**src/design/command_response_sequencer_unit_defines.svh**
```systemverilog
// ----------------------------------------------------------------------------
// command response sequencer assertion macros
// shared assertion wrappers clocked on clk and held off during reset
// ----------------------------------------------------------------------------
`ifndef COMMAND_RESPONSE_SEQUENCER_UNIT_DEFINES_SVH
`define COMMAND_RESPONSE_SEQUENCER_UNIT_DEFINES_SVH

// same-cycle implication
`define CRS_ASSERT_NOW(lbl, ante, cons, msg) \
  lbl: assert property (@(posedge clk) disable iff (!rst_n) (ante) |-> (cons)) \
    else $error(msg);

// next-cycle implication
`define CRS_ASSERT_NEXT(lbl, ante, cons, msg) \
  lbl: assert property (@(posedge clk) disable iff (!rst_n) (ante) |=> (cons)) \
    else $error(msg);

`endif

```
**src/design/crs_pkg.sv**
```systemverilog
// ----------------------------------------------------------------------------
// crs_pkg
// shared types, codes, constants and the reply pattern table
// ----------------------------------------------------------------------------
package crs_pkg;

  // default sizing
  localparam int BUFFER_BYTES_DEF  = 256;
  localparam int STEPS_DEF         = 6;
  localparam int PATTERN_BYTES_DEF = 4;

  // configuration register indexes
  localparam logic [1:0] CFG_TIMEOUT = 2'd0;
  localparam logic [1:0] CFG_RETRIES = 2'd1;
  localparam logic [1:0] CFG_STEPS   = 2'd2;

  // configuration reset values
  localparam logic [15:0] TIMEOUT_RST = 16'd2000;
  localparam logic [3:0]  RETRIES_RST = 4'd3;
  localparam logic [3:0]  STEPS_RST   = 4'd6;

  // input word kinds
  localparam logic [1:0] KIND_BYTE = 2'd0;
  localparam logic [1:0] KIND_TICK = 2'd1;
  localparam logic [1:0] KIND_POLL = 2'd2;

  // actions
  localparam logic [1:0] ACT_NONE   = 2'd0;
  localparam logic [1:0] ACT_SEND   = 2'd1;
  localparam logic [1:0] ACT_RESEND = 2'd2;
  localparam logic [1:0] ACT_RESET  = 2'd3;

  // lamp colours
  localparam logic [1:0] LAMP_KEEP  = 2'd0;
  localparam logic [1:0] LAMP_BLUE  = 2'd1;
  localparam logic [1:0] LAMP_GREEN = 2'd2;
  localparam logic [1:0] LAMP_RED   = 2'd3;

  localparam logic [15:0] TICKS_MAX = 16'hFFFF;

  // receive buffer control from the step logic
  typedef struct packed {
    logic take;
    logic clear;
  } buf_ctl_t;

  // one result word
  typedef struct packed {
    logic [1:0] action;
    logic [2:0] command_index;
    logic [1:0] lamp;
    logic       all_done;
  } result_t;

  // expected reply, packed first character most significant
  function automatic logic [31:0] pat_word(input logic [2:0] idx);
    logic [31:0] w;
    case (idx)
      3'd1:    w = 32'h2B44_4549;  // +DEI
      3'd2:    w = 32'h2B41_4549;  // +AEI
      3'd3:    w = 32'h2B41_4B59;  // +AKY
      default: w = 32'h0000_4F4B;  // OK
    endcase
    return w;
  endfunction

  function automatic logic [3:0] pat_len(input logic [2:0] idx);
    logic [3:0] n;
    case (idx)
      3'd1, 3'd2, 3'd3: n = 4'd4;
      default:          n = 4'd2;
    endcase
    return n;
  endfunction

endpackage

```
**src/design/crs_in_reg.sv**
```systemverilog
// ----------------------------------------------------------------------------
// crs_in_reg
// input register holding one word until the step logic takes it
// ----------------------------------------------------------------------------
module crs_in_reg import crs_pkg::*; (
  input  logic       clk,
  input  logic       rst_n,
  input  logic       in_valid,
  output logic       in_stall,
  input  logic [1:0] in_kind,
  input  logic [7:0] in_rx_byte,
  input  logic       adv,
  output logic       vld,
  output logic [1:0] kind,
  output logic [7:0] rx_byte
);

  logic       vld_r, vld_nxt;
  logic [1:0] kind_r;
  logic [7:0] byte_r;
  logic       load;

  // hold while the current word cannot move on
  assign in_stall = vld_r && !adv;
  assign load     = in_valid && !in_stall;
  assign vld_nxt  = load || (vld_r && !adv);

  always_ff @(posedge clk) begin
    if (!rst_n) begin
      vld_r <= 1'b0;
    end else begin
      vld_r <= vld_nxt;
    end
  end

  // payload
  always_ff @(posedge clk) begin
    if (load) begin
      kind_r <= in_kind;
      byte_r <= in_rx_byte;
    end
  end

  assign vld     = vld_r;
  assign kind    = kind_r;
  assign rx_byte = byte_r;

endmodule

```
**src/design/crs_matcher.sv**
```systemverilog
// ----------------------------------------------------------------------------
// crs_matcher
// receive buffer fill count and shift-register reply matcher
// ----------------------------------------------------------------------------
module crs_matcher import crs_pkg::*; #(
  parameter int BUFFER_BYTES  = BUFFER_BYTES_DEF,
  parameter int PATTERN_BYTES = PATTERN_BYTES_DEF
) (
  input  logic       clk,
  input  logic       rst_n,
  input  buf_ctl_t   ctl,
  input  logic [7:0] rx_byte,
  input  logic [2:0] pat_idx,
  output logic       reply_seen
);

  localparam int CNT_W = $clog2(BUFFER_BYTES + 1);
  localparam int WIN_W = 8 * PATTERN_BYTES;
  localparam int REC_W = 8 * (PATTERN_BYTES - 1);

  logic [CNT_W-1:0] count_r, count_nxt;
  logic [REC_W-1:0] recent_r, recent_nxt;
  logic             seen_r, seen_nxt;
  logic [WIN_W-1:0] win;
  logic [63:0]      word64;
  logic [3:0]       plen;
  logic             hit;
  logic             room;

  assign room   = count_r < CNT_W'(BUFFER_BYTES);
  assign win    = {recent_r, rx_byte};
  assign word64 = {32'b0, pat_word(pat_idx)};

  // a reply longer than the window is compared on its tail
  always_comb begin
    plen = pat_len(pat_idx);
    if (int'(plen) > PATTERN_BYTES) plen = 4'(PATTERN_BYTES);
  end

  // byte-wise compare over the window
  always_comb begin
    hit = 1'b1;
    for (int i = 0; i < PATTERN_BYTES; i++) begin
      if (i < int'(plen) && win[8*i +: 8] != word64[8*i +: 8]) hit = 1'b0;
    end
  end

  // buffer update
  always_comb begin
    count_nxt  = count_r;
    recent_nxt = recent_r;
    seen_nxt   = seen_r;
    if (ctl.clear) begin
      count_nxt  = '0;
      recent_nxt = '0;
      seen_nxt   = 1'b0;
    end else if (ctl.take && room) begin
      count_nxt  = count_r + CNT_W'(1);
      recent_nxt = win[REC_W-1:0];
      if (hit && int'(count_nxt) >= int'(plen)) seen_nxt = 1'b1;
    end
  end

  always_ff @(posedge clk) begin
    if (!rst_n) begin
      count_r  <= '0;
      recent_r <= '0;
      seen_r   <= 1'b0;
    end else begin
      count_r  <= count_nxt;
      recent_r <= recent_nxt;
      seen_r   <= seen_nxt;
    end
  end

  assign reply_seen = seen_r;

endmodule

```
**src/design/crs_ctrl.sv**
```systemverilog
// ----------------------------------------------------------------------------
// crs_ctrl
// step sequencing, reply timer and retry count for one word per cycle while adv is high
// ----------------------------------------------------------------------------
module crs_ctrl import crs_pkg::*; #(
  parameter int STEPS = STEPS_DEF
) (
  input  logic        clk,
  input  logic        rst_n,
  input  logic        adv,
  input  logic [1:0]  kind,
  input  logic [15:0] timeout_ticks,
  input  logic [3:0]  max_retries,
  input  logic [3:0]  step_count,
  input  logic        reply_seen,
  output buf_ctl_t    buf_ctl,
  output logic [2:0]  pat_idx,
  output result_t     res
);

  logic [3:0]  step_r, step_nxt;
  logic        sent_r, sent_nxt;
  logic [15:0] elapsed_r, elapsed_nxt;
  logic [3:0]  retries_r, retries_nxt;
  logic [3:0]  in_use;

  // steps in use is the smaller of the register and the build size
  assign in_use  = (step_count > 4'(STEPS)) ? 4'(STEPS) : step_count;
  assign pat_idx = step_r[2:0];

  always_comb begin
    step_nxt    = step_r;
    sent_nxt    = sent_r;
    elapsed_nxt = elapsed_r;
    retries_nxt = retries_r;
    buf_ctl     = '0;
    res         = '0;
    if (adv) begin
      case (kind)
        KIND_BYTE: begin
          buf_ctl.take = 1'b1;
        end
        KIND_TICK: begin
          if (elapsed_r != TICKS_MAX) elapsed_nxt = elapsed_r + 16'd1;
        end
        KIND_POLL: begin
          if (step_r < in_use) begin
            if (!sent_r) begin
              // first send of this step
              res.action        = ACT_SEND;
              res.command_index = step_r[2:0];
              res.lamp          = LAMP_BLUE;
              elapsed_nxt       = '0;
              sent_nxt          = 1'b1;
            end else if (reply_seen) begin
              // reply matched, move on
              res.lamp      = LAMP_GREEN;
              step_nxt      = step_r + 4'd1;
              sent_nxt      = 1'b0;
              retries_nxt   = max_retries;
              buf_ctl.clear = 1'b1;
            end else if (elapsed_r >= timeout_ticks) begin
              res.lamp          = LAMP_RED;
              res.command_index = step_r[2:0];
              if (retries_r != 4'd0) begin
                res.action  = ACT_RESEND;
                elapsed_nxt = '0;
                retries_nxt = retries_r - 4'd1;
              end else begin
                // out of retries: reset the modem and start over
                res.action    = ACT_RESET;
                buf_ctl.clear = 1'b1;
                sent_nxt      = 1'b0;
                step_nxt      = '0;
                retries_nxt   = max_retries;
              end
            end
          end
        end
        default: begin
        end
      endcase
    end
    res.all_done = step_nxt >= in_use;
  end

  always_ff @(posedge clk) begin
    if (!rst_n) begin
      step_r    <= '0;
      sent_r    <= 1'b0;
      elapsed_r <= '0;
      retries_r <= RETRIES_RST;
    end else begin
      step_r    <= step_nxt;
      sent_r    <= sent_nxt;
      elapsed_r <= elapsed_nxt;
      retries_r <= retries_nxt;
    end
  end

endmodule

```
**src/design/command_response_sequencer_unit.sv**
```systemverilog
// ----------------------------------------------------------------------------
// command_response_sequencer_unit
// steps a modem through a fixed command list driven by bytes, ticks and polls
// ----------------------------------------------------------------------------
// Takes one word per clock unless stalled and returns exactly one result word for
// each, via the input register, then the result register. The step logic and the
// reply matcher handle each word in the input register, so a word can follow in
// the very next cycle; the input side stalls only while the result register is
// full and stalled itself. Configuration is written through cfg_we/cfg_index/
// cfg_wdata, by the user only while no word is in flight; the block does not check.
module command_response_sequencer_unit import crs_pkg::*; #(
  parameter int BUFFER_BYTES  = BUFFER_BYTES_DEF,
  parameter int STEPS         = STEPS_DEF,
  parameter int PATTERN_BYTES = PATTERN_BYTES_DEF
) (
  input  logic        clk,
  input  logic        rst_n,
  input  logic        cfg_we,
  input  logic [1:0]  cfg_index,
  input  logic [15:0] cfg_wdata,
  input  logic        in_valid,
  output logic        in_stall,
  input  logic [1:0]  in_kind,
  input  logic [7:0]  in_rx_byte,
  output logic        out_valid,
  input  logic        out_stall,
  output logic [1:0]  out_action,
  output logic [2:0]  out_command_index,
  output logic [1:0]  out_lamp,
  output logic        out_all_done
);

`include "command_response_sequencer_unit_defines.svh"

  logic [15:0] timeout_r;
  logic [3:0]  retries_r;
  logic [3:0]  steps_r;
  logic        vld;
  logic [1:0]  kind;
  logic [7:0]  rx_byte;
  logic        adv;
  logic        reply_seen;
  logic [2:0]  pat_idx;
  buf_ctl_t    buf_ctl;
  result_t     res;
  logic        out_vld_r, out_vld_nxt;
  result_t     res_r;

  // configuration registers
  always_ff @(posedge clk) begin
    if (!rst_n) begin
      timeout_r <= TIMEOUT_RST;
      retries_r <= RETRIES_RST;
      steps_r   <= STEPS_RST;
    end else if (cfg_we) begin
      case (cfg_index)
        CFG_TIMEOUT: timeout_r <= cfg_wdata;
        CFG_RETRIES: retries_r <= cfg_wdata[3:0];
        CFG_STEPS:   steps_r   <= cfg_wdata[3:0];
        default: begin
        end
      endcase
    end
  end

  // a word moves on when the result register is free or draining
  assign adv = vld && (!out_vld_r || !out_stall);

  crs_in_reg u_in (
    .clk        (clk),
    .rst_n      (rst_n),
    .in_valid   (in_valid),
    .in_stall   (in_stall),
    .in_kind    (in_kind),
    .in_rx_byte (in_rx_byte),
    .adv        (adv),
    .vld        (vld),
    .kind       (kind),
    .rx_byte    (rx_byte)
  );

  crs_ctrl #(
    .STEPS (STEPS)
  ) u_ctrl (
    .clk           (clk),
    .rst_n         (rst_n),
    .adv           (adv),
    .kind          (kind),
    .timeout_ticks (timeout_r),
    .max_retries   (retries_r),
    .step_count    (steps_r),
    .reply_seen    (reply_seen),
    .buf_ctl       (buf_ctl),
    .pat_idx       (pat_idx),
    .res           (res)
  );

  crs_matcher #(
    .BUFFER_BYTES  (BUFFER_BYTES),
    .PATTERN_BYTES (PATTERN_BYTES)
  ) u_match (
    .clk        (clk),
    .rst_n      (rst_n),
    .ctl        (buf_ctl),
    .rx_byte    (rx_byte),
    .pat_idx    (pat_idx),
    .reply_seen (reply_seen)
  );

  // result register
  assign out_vld_nxt = adv || (out_vld_r && out_stall);

  always_ff @(posedge clk) begin
    if (!rst_n) begin
      out_vld_r <= 1'b0;
    end else begin
      out_vld_r <= out_vld_nxt;
    end
  end

  always_ff @(posedge clk) begin
    if (adv) begin
      res_r <= res;
    end
  end

  assign out_valid         = out_vld_r;
  assign out_action        = res_r.action;
  assign out_command_index = res_r.command_index;
  assign out_lamp          = res_r.lamp;
  assign out_all_done      = res_r.all_done;

  // checks
  `CRS_ASSERT_NEXT(a_adv_gives_result, adv, out_vld_r, "word advanced without a result")
  `CRS_ASSERT_NEXT(a_held_word_kept, vld && !adv, vld, "held input word lost")
  `CRS_ASSERT_NOW(a_action_has_lamp, out_vld_r && out_action != ACT_NONE,
                  out_lamp == LAMP_BLUE || out_lamp == LAMP_RED, "action without lamp")

endmodule
```
**config.mk**
```make
export PLATFORM = sky130hd
export DESIGN_NAME = command_response_sequencer_unit
export DESIGN_NICKNAME = d
export VERILOG_FILES = /design/src/design/crs_pkg.sv /design/src/design/crs_in_reg.sv /design/src/design/crs_matcher.sv /design/src/design/crs_ctrl.sv /design/src/design/command_response_sequencer_unit.sv
export VERILOG_INCLUDE_DIRS = /design/src /design/src/design
export SDC_FILE = /design/constraint.sdc
export NUM_CORES = 1
export LEC_CHECK = 0
export BUFFER_PORTS_ARGS = -buffer_cell sky130_fd_sc_hd__buf_2
export CAP_MARGIN = 0
export CORE_ASPECT_RATIO = 0.6
export CORE_MARGIN = 2
export CORE_UTILIZATION = 30
export CTS_BUF_LIST = sky130_fd_sc_hd__clkbuf_16
export DETAILED_ROUTE_END_ITERATION = 6
export SLEW_MARGIN = 20
export SYNTH_ARGS = -nofsm -noshare
export SYNTH_HDL_FRONTEND = slang
export SYNTH_HIERARCHICAL = 1
export SYNTH_SLANG_ARGS = --single-unit
```
**constraint.sdc**
```tcl
create_clock -name clk -period 4.7 [get_ports clk]
set_input_delay 0 -clock clk [delete_from_list [all_inputs] [get_ports clk]]
set_output_delay 0 -clock clk [all_outputs]
set_load 0.05 [all_outputs]
```
**After elaboration in Yosys (flattened, before gate mapping)**

Index checks and enable logic that the tools add are counted.

- Register bits after elaboration: 103
- Bits of input ports: 33
- Output and inout port bits: 10
- Word-level logic and storage cells: 133

- Add/subtract/negate cells: 4
- Magnitude comparators: 11
- Equal/unequal tests: 17
- Muxes and demuxes: 42
- Bitwise gates (word level): 5
- Reduce and logical (&&, ||, !) cells: 34

Operator list:

| operator | number |
|---|---|
| 2-to-1 mux 16 bit | 6 |
| one-hot mux 30 bit (3 select lines) | 1 |
| 2-to-1 mux 4 bit | 12 |
| one-hot mux 16 bit (2 select lines) | 1 |
| != test 8 bit | 3 |
| adder 16 x 1 -> 16 bit (second input constant) | 1 |
| greater-or-equal comparator 16 bit | 1 |
| 2-to-1 mux 1 bit | 16 |
| != test 16 bit (second input constant) | 1 |
| 2-to-1 mux 6 bit | 2 |
| logical AND 1 bit | 10 |
| AND reduction 2 bit | 5 |
| adder 9 x 1 -> 9 bit (second input constant) | 1 |
| greater-or-equal comparator 9 x 3 -> 1 bit | 1 |
| less-than comparator 9 bit (second input constant) | 1 |
| != test 3 bit (second input constant) | 3 |
| != test 8 x 6 -> 1 bit | 1 |
| AND reduction 7 bit | 1 |
| equality test 3 x 2 -> 1 bit (second input constant) | 2 |
| less-than comparator 1 x 3 -> 1 bit (first input constant) | 2 |
| less-than comparator 2 x 3 -> 1 bit (first input constant) | 2 |
| 2-to-1 mux 3 bit | 2 |
| AND reduction 3 bit | 2 |
| NOT 1 bit | 5 |
| 20 further kinds | 31 |

**Depth between registers and ports, before layout**

Gate-level depths: netlist of run 1.

- Word-level depth: 13
- Depth in mapped cells: 16
- Gate-level depth less buffers: 16

**Cells and area by module**

The synthesis of run 1 kept the hierarchy.

By module, submodules not included:

| module | instances | cells an instance | area each (sq um) | seq. area each (sq um) |
|---|---|---|---|---|
| crs_ctrl | 1 | 272 | 2147.1 | 500.5 |
| crs_matcher | 1 | 198 | 1602.8 | 680.7 |
| command_response_sequencer_unit | 1 | 116 | 1306.3 | 740.7 |
| crs_in_reg | 1 | 14 | 347.8 | 320.3 |

**Least setup slack after synthesis of run 1**

Ideal clock, no wire load.

- Path type: register -> register
- Start: register out_vld_r, in the netlist out_valid
- End: register res_r, in the netlist out_all_done (data pin)
- Setup time: 0.257 ns
- Arrival time: 3.301 ns
- Data required time: 4.443 ns
- Slack: 1.142 ns
- Stages on the path, launching flop included: 15
- Buffers on the path: 0
- Clock period less this slack: 3.558 ns
- Cells stage by stage: dfxtp_1 -> a21boi_0 -> inv_1 -> a211oi_2 -> and2_1 -> o21ai_1 -> inv_2 -> a21oi_1 -> a21oi_1 -> ha_1 -> nand2b_1 -> a21oi_1 -> nor2b_1 -> o21ai_0 -> nand2b_1

RTL lines:

| what | line | source |
|---|---|---|
| start: declaration | command_response_sequencer_unit.sv:46 | `logic out_vld_r, out_vld_nxt;` |
| start signal: assignment | command_response_sequencer_unit.sv:117 | `out_vld_r <= out_vld_nxt;` |
| end signal: assignment | command_response_sequencer_unit.sv:123 | `res_r <= res;` |
| end: declaration | command_response_sequencer_unit.sv:47 | `result_t res_r;` |

==> summary.md, run 1 <==
| Metric | Value |
|---|---|
| Async SR Flop Fraction | `0` |
| Pins Over Slew Limit | `0` |
| Status | `completed` |
| Sequential fraction of the synthesis area | `0.4149` |
| Final Cycle Share | `0.7347` |
| Crit path kind | `flip-flop to flip-flop` |
| Pin count of the biggest net entering global routing | `68` |
| CP max FO | `33` |
| Row cnt | `37` |
| CP arrival | `3.72 ns` |
| CTS tree | `done` |
| Max-cap violations | `0` |
| Cell variety after synth | `79` |
| Share of the synthesized area in the top cell type | `0.3149` |
| Final GP Congestion | `0.7961` |
| Core area | `0.01741 mm²` |
| IO buf count | `42` |
| CTS max path bufs | `2` |
| Total leakage power | `2.484 nW` |
| Dpl cells | `848` |
| Synthesis-to-layout area growth | `16.11%` |
| Worst Max-Slew Pin Slew | `0.7023 ns` |
| Synth area leader | `dfxtp_1` |
| Post-route DRC violation count | `0` |
| 1st-pass router iterations | `4` |
| Multi-input logic area | `0.002810 mm²` |
| Minimum clock period | `3.453 ns` |
| First-pass GRT wire length | `21610 µm` |
| Syn Area/Cell | `9.007 µm²` |
| Prevailing post-synth register cell | `dfxtp_1` |
| Total Power | `1.800 mW` |
| Most common cell in the synthesized netlist | `nand2_1` |
| Critical Path Source Type | `flip-flop` |
| Clock skew | `0.006409 ns` |
| DIE AREA | `0.01914 mm²` |
| PwrDens | `286.9 mW/mm²` |
| Initial antenna violation count | `0` |
| Worst-path clk slew | `0.07 ns` |
| Chip Height | `108.0 µm` |
| Fill count | `1811` |
| Gr usage total | `0.1424` |
| Clk_lat worst skew | `0.35 ns` |
| Setup TNS Final | `0 ns` |
| Maximum clock frequency | `289.6 MHz` |
| Hold Crit Class | `primary input to flip-flop` |
| Vias in the first global route | `4139` |
| Routed vias/inst | `4.838` |
| Die Width | `177.3 µm` |
| Crit end category | `flip-flop` |
| DR vias | `4306` |
| Critical Path RT | `4.97 ns` |
| Final number of setup-violating endpoints | `0` |
| Endpoints failing hold | `0` |
| Slew headroom | `0.5297` |
| Top-Level Pins | `43` |
| GR Overflow Total | `0` |
| CTS Buf Count | `9` |
| Top cells by area, synth | `dfxtp_1 31%, edfxtp_1 10%, nand2_1 6.7%` |
| Postcts setup bufs | `0` |
| Layout Nets | `712` |
| Register bit total from synthesis | `103` |
| Clk sinks | `103` |
| WL per Instance | `14.46 µm` |
| Synth Warn # | `6` |
| RSZ-0062 raised after global routing | `no` |
| Post-Syn Instances | `600` |
| Most frequent cells after synthesis | `97 x nand2_1, 85 x dfxtp_1, 44 x a21oi_1, 37 x inv_1, 28 x ha_1` |
| Antenna-violating nets left | `0` |
| Final Non-Filler Cells | `890` |
| Share of cells above drive strength 1 | `0.1448` |
| EDFF count, synth | `18` |
| Synthesized area | `0.005404 mm²` |
| Clock Tree Root | `clkbuf_16` |
| Routed WL | `12870 µm` |
| Worst vdd ir | `0.1829 mV` |
| Initial core utilization | `0.3105` |
| HPWL after DPL | `9045 µm` |
| N_diodes | `0` |
| H-tree levels | `3` |
| Register Area | `0.002242 mm²` |
| Initial DRC Count | `290` |
cells by family after synthesis:
| logic type | Yosys count | share of synthesized area |
|---|---|---|
| simple gates | 233 | 0.2318 |
| compound gates | 133 | 0.1676 |
| flops | 103 | 0.4149 |
| buf+inv | 73 | 0.06761 |
| fa+ha+maj | 28 | 0.06483 |
| mux | 19 | 0.03635 |
| xor+xnor | 10 | 0.01621 |
| other cells | 1 | 0.0006939 |
layer usage:
| layer | part of all wire | global-route usage |
|---|---|---|
| met5 | 0 | 0 |
| met4 | 0.0099 | 0.03513 |
| met3 | 0.045 | 0.02250 |
| met2 | 0.36 | 0.1884 |
| met1 | 0.58 | 0.2318 |
metrics by stage:
| stage | setup slack, ns | cell area [µm²] | hold slack [ns] | utilization |
|---|---|---|---|---|
| floorplan | 1.142 | 5408 | 0.09887 | - |
| global placement | 1.386 | 5739 | 0.1761 | 0.3297 |
| detailed placement | 1.302 | 5739 | 0.1781 | 0.3297 |
| CTS | 1.250 | 6272 | 0.003924 | 0.3603 |
| global route | 0.9681 | 6275 | 0.01032 | 0.3605 |
| finish | 1.247 | 6275 | 0.005859 | 0.3605 |
worst max-delay path, cell delays in order, from the launching register on:
cell and delay [ns]:
dfxtp_1 0.33, inv_1 0.05, ha_1 0.32, a21oi_1 0.17, a211oi_1 0.11, a2111oi_2 0.38
o21ai_0 0.20, o21ai_1 0.31, nor2_1 0.18, nand2b_4 0.34, nor3b_2 0.25, nand4_1 0.14
a2111o_1 0.43, a32oi_1 0.16
what timing repair did:
| item | CTS | global route |
|---|---|---|
| gates resized for setup | 0 | 0 |
| hold buffers | 26 | 0 |
| endpoints found under the hold margin | 33 | 0 |
cell usage in the layout (no fill, tap or decap), types with 7 or more instances in the layout:
cell type / synthesis / layout
o21ai_0: 27 / 27
a21boi_0: 8 / 7
buf_2: 7 / 42
and3_1: 11 / 11
inv_1: 37 / 38
a21oi_1: 44 / 44
dfxtp_1: 85 / 85
nand3_1: 13 / 13
o211ai_1: 10 / 10
edfxtp_1: 18 / 18
and2_1: 7 / 7
clkbuf_16: 0 / 9
dlygate4sd3_1: 0 / 26
nor2_1: 27 / 27
ha_1: 28 / 28
nor3_1: 9 / 9
nor2b_1: 11 / 9
a31oi_1: 7 / 7
nand2_1: 97 / 97
mux2i_1: 17 / 17
final timing paths:
kind,start,endpoint,slack (ns),depth (start not counted)
min reg2reg,u_match/recent_r[16],u_match/recent_r[16],0.45,2
max,timeout_r[7],u_match/reply_seen,1.25,13
max reg2reg,timeout_r[7],u_match/reply_seen,1.25,13
min,cfg_wdata[9],timeout_r[9],0.006,3
flip-flops by register name, indices dropped and copies added (netlist names):
register,count
u_ctrl/elapsed_r,16
steps_r,4
timeout_r,16
u_in/rx_byte,8
u_ctrl/sent_r,1
out_valid,1
out_lamp,2
u_match/recent_r,24
u_ctrl/retries_r,4
retries_r,4
u_ctrl/step_r,4
u_in/vld,1
u_match/reply_seen,1
u_in/kind,2
out_command_index,3
out_all_done,1
out_action,2
u_match/count_r,9
area by class of cell:
class                           instances  share of cell area
Clock buffer                            9             0.03589
Clock inverter                          7            0.007577
Inverter                               39             0.02373
Multi-Input combinational cell        425              0.4479
Sequential cell                       103              0.3573
Tap cell                              234             0.04666
Timing Repair Buffer                   73             0.08096
power by group:
| part | switching [mW] | internal (mW) | total, mW | leakage (nW) |
|---|---|---|---|---|
| Combinational | 0.0934 | 0.0608 | 0.154 | 1.48 |
| Clock | 0.348 | 0.362 | 0.710 | 0.139 |
| Sequential | 0.0158 | 0.920 | 0.936 | 0.861 |
| Total | 0.457 | 1.34 | 1.80 | 2.48 |
Power figures use the tool's default switching activity.
==> run 2: changes to the inputs <==
==> constraint.sdc (replaced) <==
create_clock -name clk -period 3.3 [get_ports clk]
set_input_delay 0 -clock clk [delete_from_list [all_inputs] [get_ports clk]]
set_output_delay 0 -clock clk [all_outputs]
set_load 0.05 [all_outputs]
==> run 2 against run 1 <==
Die area unchanged. Hold slack improved by 0.0092 ns. Final area is 2.7% higher. Sequential cell count is the same. Non-clock buffer count up 11. Sequential power rose by 42%. Critical endpoint is now out_all_done. Sequential share of layout area shrank 0.92 points. Power rose by 50%. Clock power up 61%. Clock skew is 0.0032 ns higher.
==> summary.md, run 2 (synthesized netlist as in run 1, its figures left out) <==
| Metric | Value |
|---|---|
| Maximum clock frequency | `321.0 MHz (+11%)` |
| Sw Share | `0.2533 (-0.0005787)` |
| Biggest regs | `u_match/recent_r (24), timeout_r (16), u_ctrl/elapsed_r (16)` |
| GR Overflow Total | `0 (unchanged)` |
| Setup TNS Final | `0 ns (unchanged)` |
| HPWL after DPL | `9112 µm (+0.74%)` |
| Status | `completed` |
| Pins Over Slew Limit | `0 (unchanged)` |
| Largest register by flop count | `u_match/recent_r` |
| Post-route DRC violation count | `0 (unchanged)` |
| Internal power | `2.015 mW (+50%)` |
| Final number of setup-violating endpoints | `0 (unchanged)` |
| IO buf count | `42 (unchanged)` |
| Worst Max-Slew Pin Slew | `0.6366 ns (-0.06574 ns)` |
| CTS Buf Count | `9 (unchanged)` |
| Clk_lat worst skew | `0.35 ns (about the same)` |
| Max reg flops | `24 (unchanged)` |
| Critical Path Source Type | `flip-flop` |
| Chip Height | `108.0 µm (unchanged)` |
| Top-Level Pins | `43 (unchanged)` |
| Crit end category | `flip-flop` |
| Commonest non-fill, non-tap cell in the layout | `nand2_1` |
| Endpoints failing hold | `0 (unchanged)` |
| WL per Instance | `14.04 µm (-2.9%)` |
| CTS max path bufs | `2 (unchanged)` |
| Final Util | `0.3703 (+0.009776)` |
| Routed vias/inst | `4.787 (-1.1%)` |
| CP max FO | `5 (-85%)` |
| CTS tree | `done` |
| DR vias | `4313 (+0.16%)` |
| Row cnt | `37 (unchanged)` |
| Part of the power in registers | `0.494 (-0.026)` |
| Antenna-violating nets left | `0 (unchanged)` |
| Worst-path clk slew | `0.08 ns (about the same)` |
| Critical Path RT | `3.41 ns (-1.56 ns)` |
| Initial antenna violation count | `0 (unchanged)` |
| Routed WL | `12650 µm (-1.7%)` |
| Post-place setup slack | `0.08668 ns (-1.216 ns)` |
| Most frequent cells in the layout | `97 x nand2_1, 84 x dfxtp_1, 42 x buf_2` |
| Crit path kind | `flip-flop to flip-flop` |
| Clock Tree Root | `clkbuf_16` |
| Total leakage power | `2.568 nW (+3.4%)` |
| Initial core utilization | `0.3105 (unchanged)` |
| Initial DRC Count | `267 (-7.9%)` |
| Final Cell Area | `0.006445 mm² (+2.7%)` |
| Clk sinks | `103 (unchanged)` |
| Dpl cells | `858 (+1.2%)` |
| First-pass GRT wire length | `20970 µm (-3.0%)` |
| Gr usage total | `0.1383 (-0.004123)` |
| 1st-pass router iterations | `4 (unchanged)` |
| Clock skew | `0.009644 ns (+0.003235 ns)` |
| Vias in the first global route | `3941 (-4.8%)` |
| Worst vdd ir | `0.2187 mV (+20%)` |
| H-tree levels | `3 (unchanged)` |
| CP arrival | `3.22 ns (-0.50 ns)` |
| Logic pwr share | `0.084 (-0.002)` |
| Hold Crit Class | `primary input to flip-flop` |
| Pin count of the biggest net entering global routing | `43 (-37%)` |
| DIE AREA | `0.01914 mm² (unchanged)` |
| Slew headroom | `0.5711 (+0.04146)` |
| Synthesis-to-layout area growth | `19.26%` |
| Final Cycle Share | `0.9440 (+0.2093)` |
| N_diodes | `0 (unchanged)` |
| Sw power | `683.6 µW (+50%)` |
| Core area | `0.01741 mm² (unchanged)` |
| Die Width | `177.3 µm (unchanged)` |
| Layout Nets | `723 (+1.5%)` |
| RSZ-0062 raised after global routing | `no` |
| Final Non-Filler Cells | `901 (+1.2%)` |
| DP Area | `0.005814 mm² (+1.3%)` |
| Share of cells above drive strength 1 | `0.1694 (+0.02460)` |
| Hold WS | `0.01509 ns (+0.009235 ns)` |
| Clk pwr share | `0.422 (+0.028)` |
| Setup ws final | `0.1846 ns (-1.062 ns)` |
| Max-cap violations | `0 (unchanged)` |
| Minimum clock period | `3.115 ns (-0.3379 ns)` |
| Total Power | `2.699 mW (+50%)` |
| Final GP Congestion | `0.8087 (+1.6%)` |
| PwrDens | `418.7 mW/mm² (+46%)` |
[run 2: cell type report]
class	count	area, µm²
Sequential cell	103	2243
Fill cell	1806	10960
Clock buffer	9	225.2
Multi-Input combinational cell	425	2846
Tap cell	234	292.8
Inverter	39	148.9
Timing Repair Buffer	84	593.1
Clock inverter	7	95.09
[run 2: layer usage]
layer,track usage,vias to the layer above,part of all wire,routed length [µm]
li1,-,2234,-,-
met1,0.2296,1985,0.59,7509
met3,0.02918,7,0.044,561
met4,0.02986,0,0.0075,95
met2,0.1732,87,0.35,4481
met5,0,-,0,0
[run 2: what timing repair did]
action / 4_1_cts / 5_1_grt
hold endpoints to repair: 34 / 0
setup endpoints to repair: 0 / 2
buffers inserted: 0 / 0
resized for setup: 0 / 11
hold buffers: 27 / 0
[run 2: worst paths after layout]
check | end | cells past startpoint | slack [ns] | startpoint
worst max register to register | out_all_done | 14 | 0.18 | steps_r[3]
worst min-delay path | timeout_r[9] | 3 | 0.02 | cfg_wdata[9]
worst min register to register | u_match/recent_r[19] | 2 | 0.46 | u_match/recent_r[19]
worst max-delay path | out_all_done | 14 | 0.18 | steps_r[3]
[run 2: worst max-delay path, cell delays in order, from the launching register on]
cell,delay [ns]
dfxtp_1,0.34
nor2_1,0.18
ha_1,0.26
o211a_1,0.24
a211oi_2,0.33
and2_1,0.18
o21ai_1,0.09
buf_4,0.16
nor2_1,0.26
o21ai_1,0.15
ha_1,0.29
a21oi_1,0.13
nor2b_1,0.06
o21ai_1,0.12
nand2b_1,0.07
[run 2: power groups by stage]
stage / combinational (mW) / clock, mW / sequential [mW]
CTS: 0.225 / 1.16 / 1.33
global placement: 0.198 / 0 / 1.36
finish: 0.227 / 1.14 / 1.33
floorplan: 0.119 / 0 / 1.38
global route: 0.249 / 1.21 / 1.34
detailed placement: 0.200 / 0 / 1.36
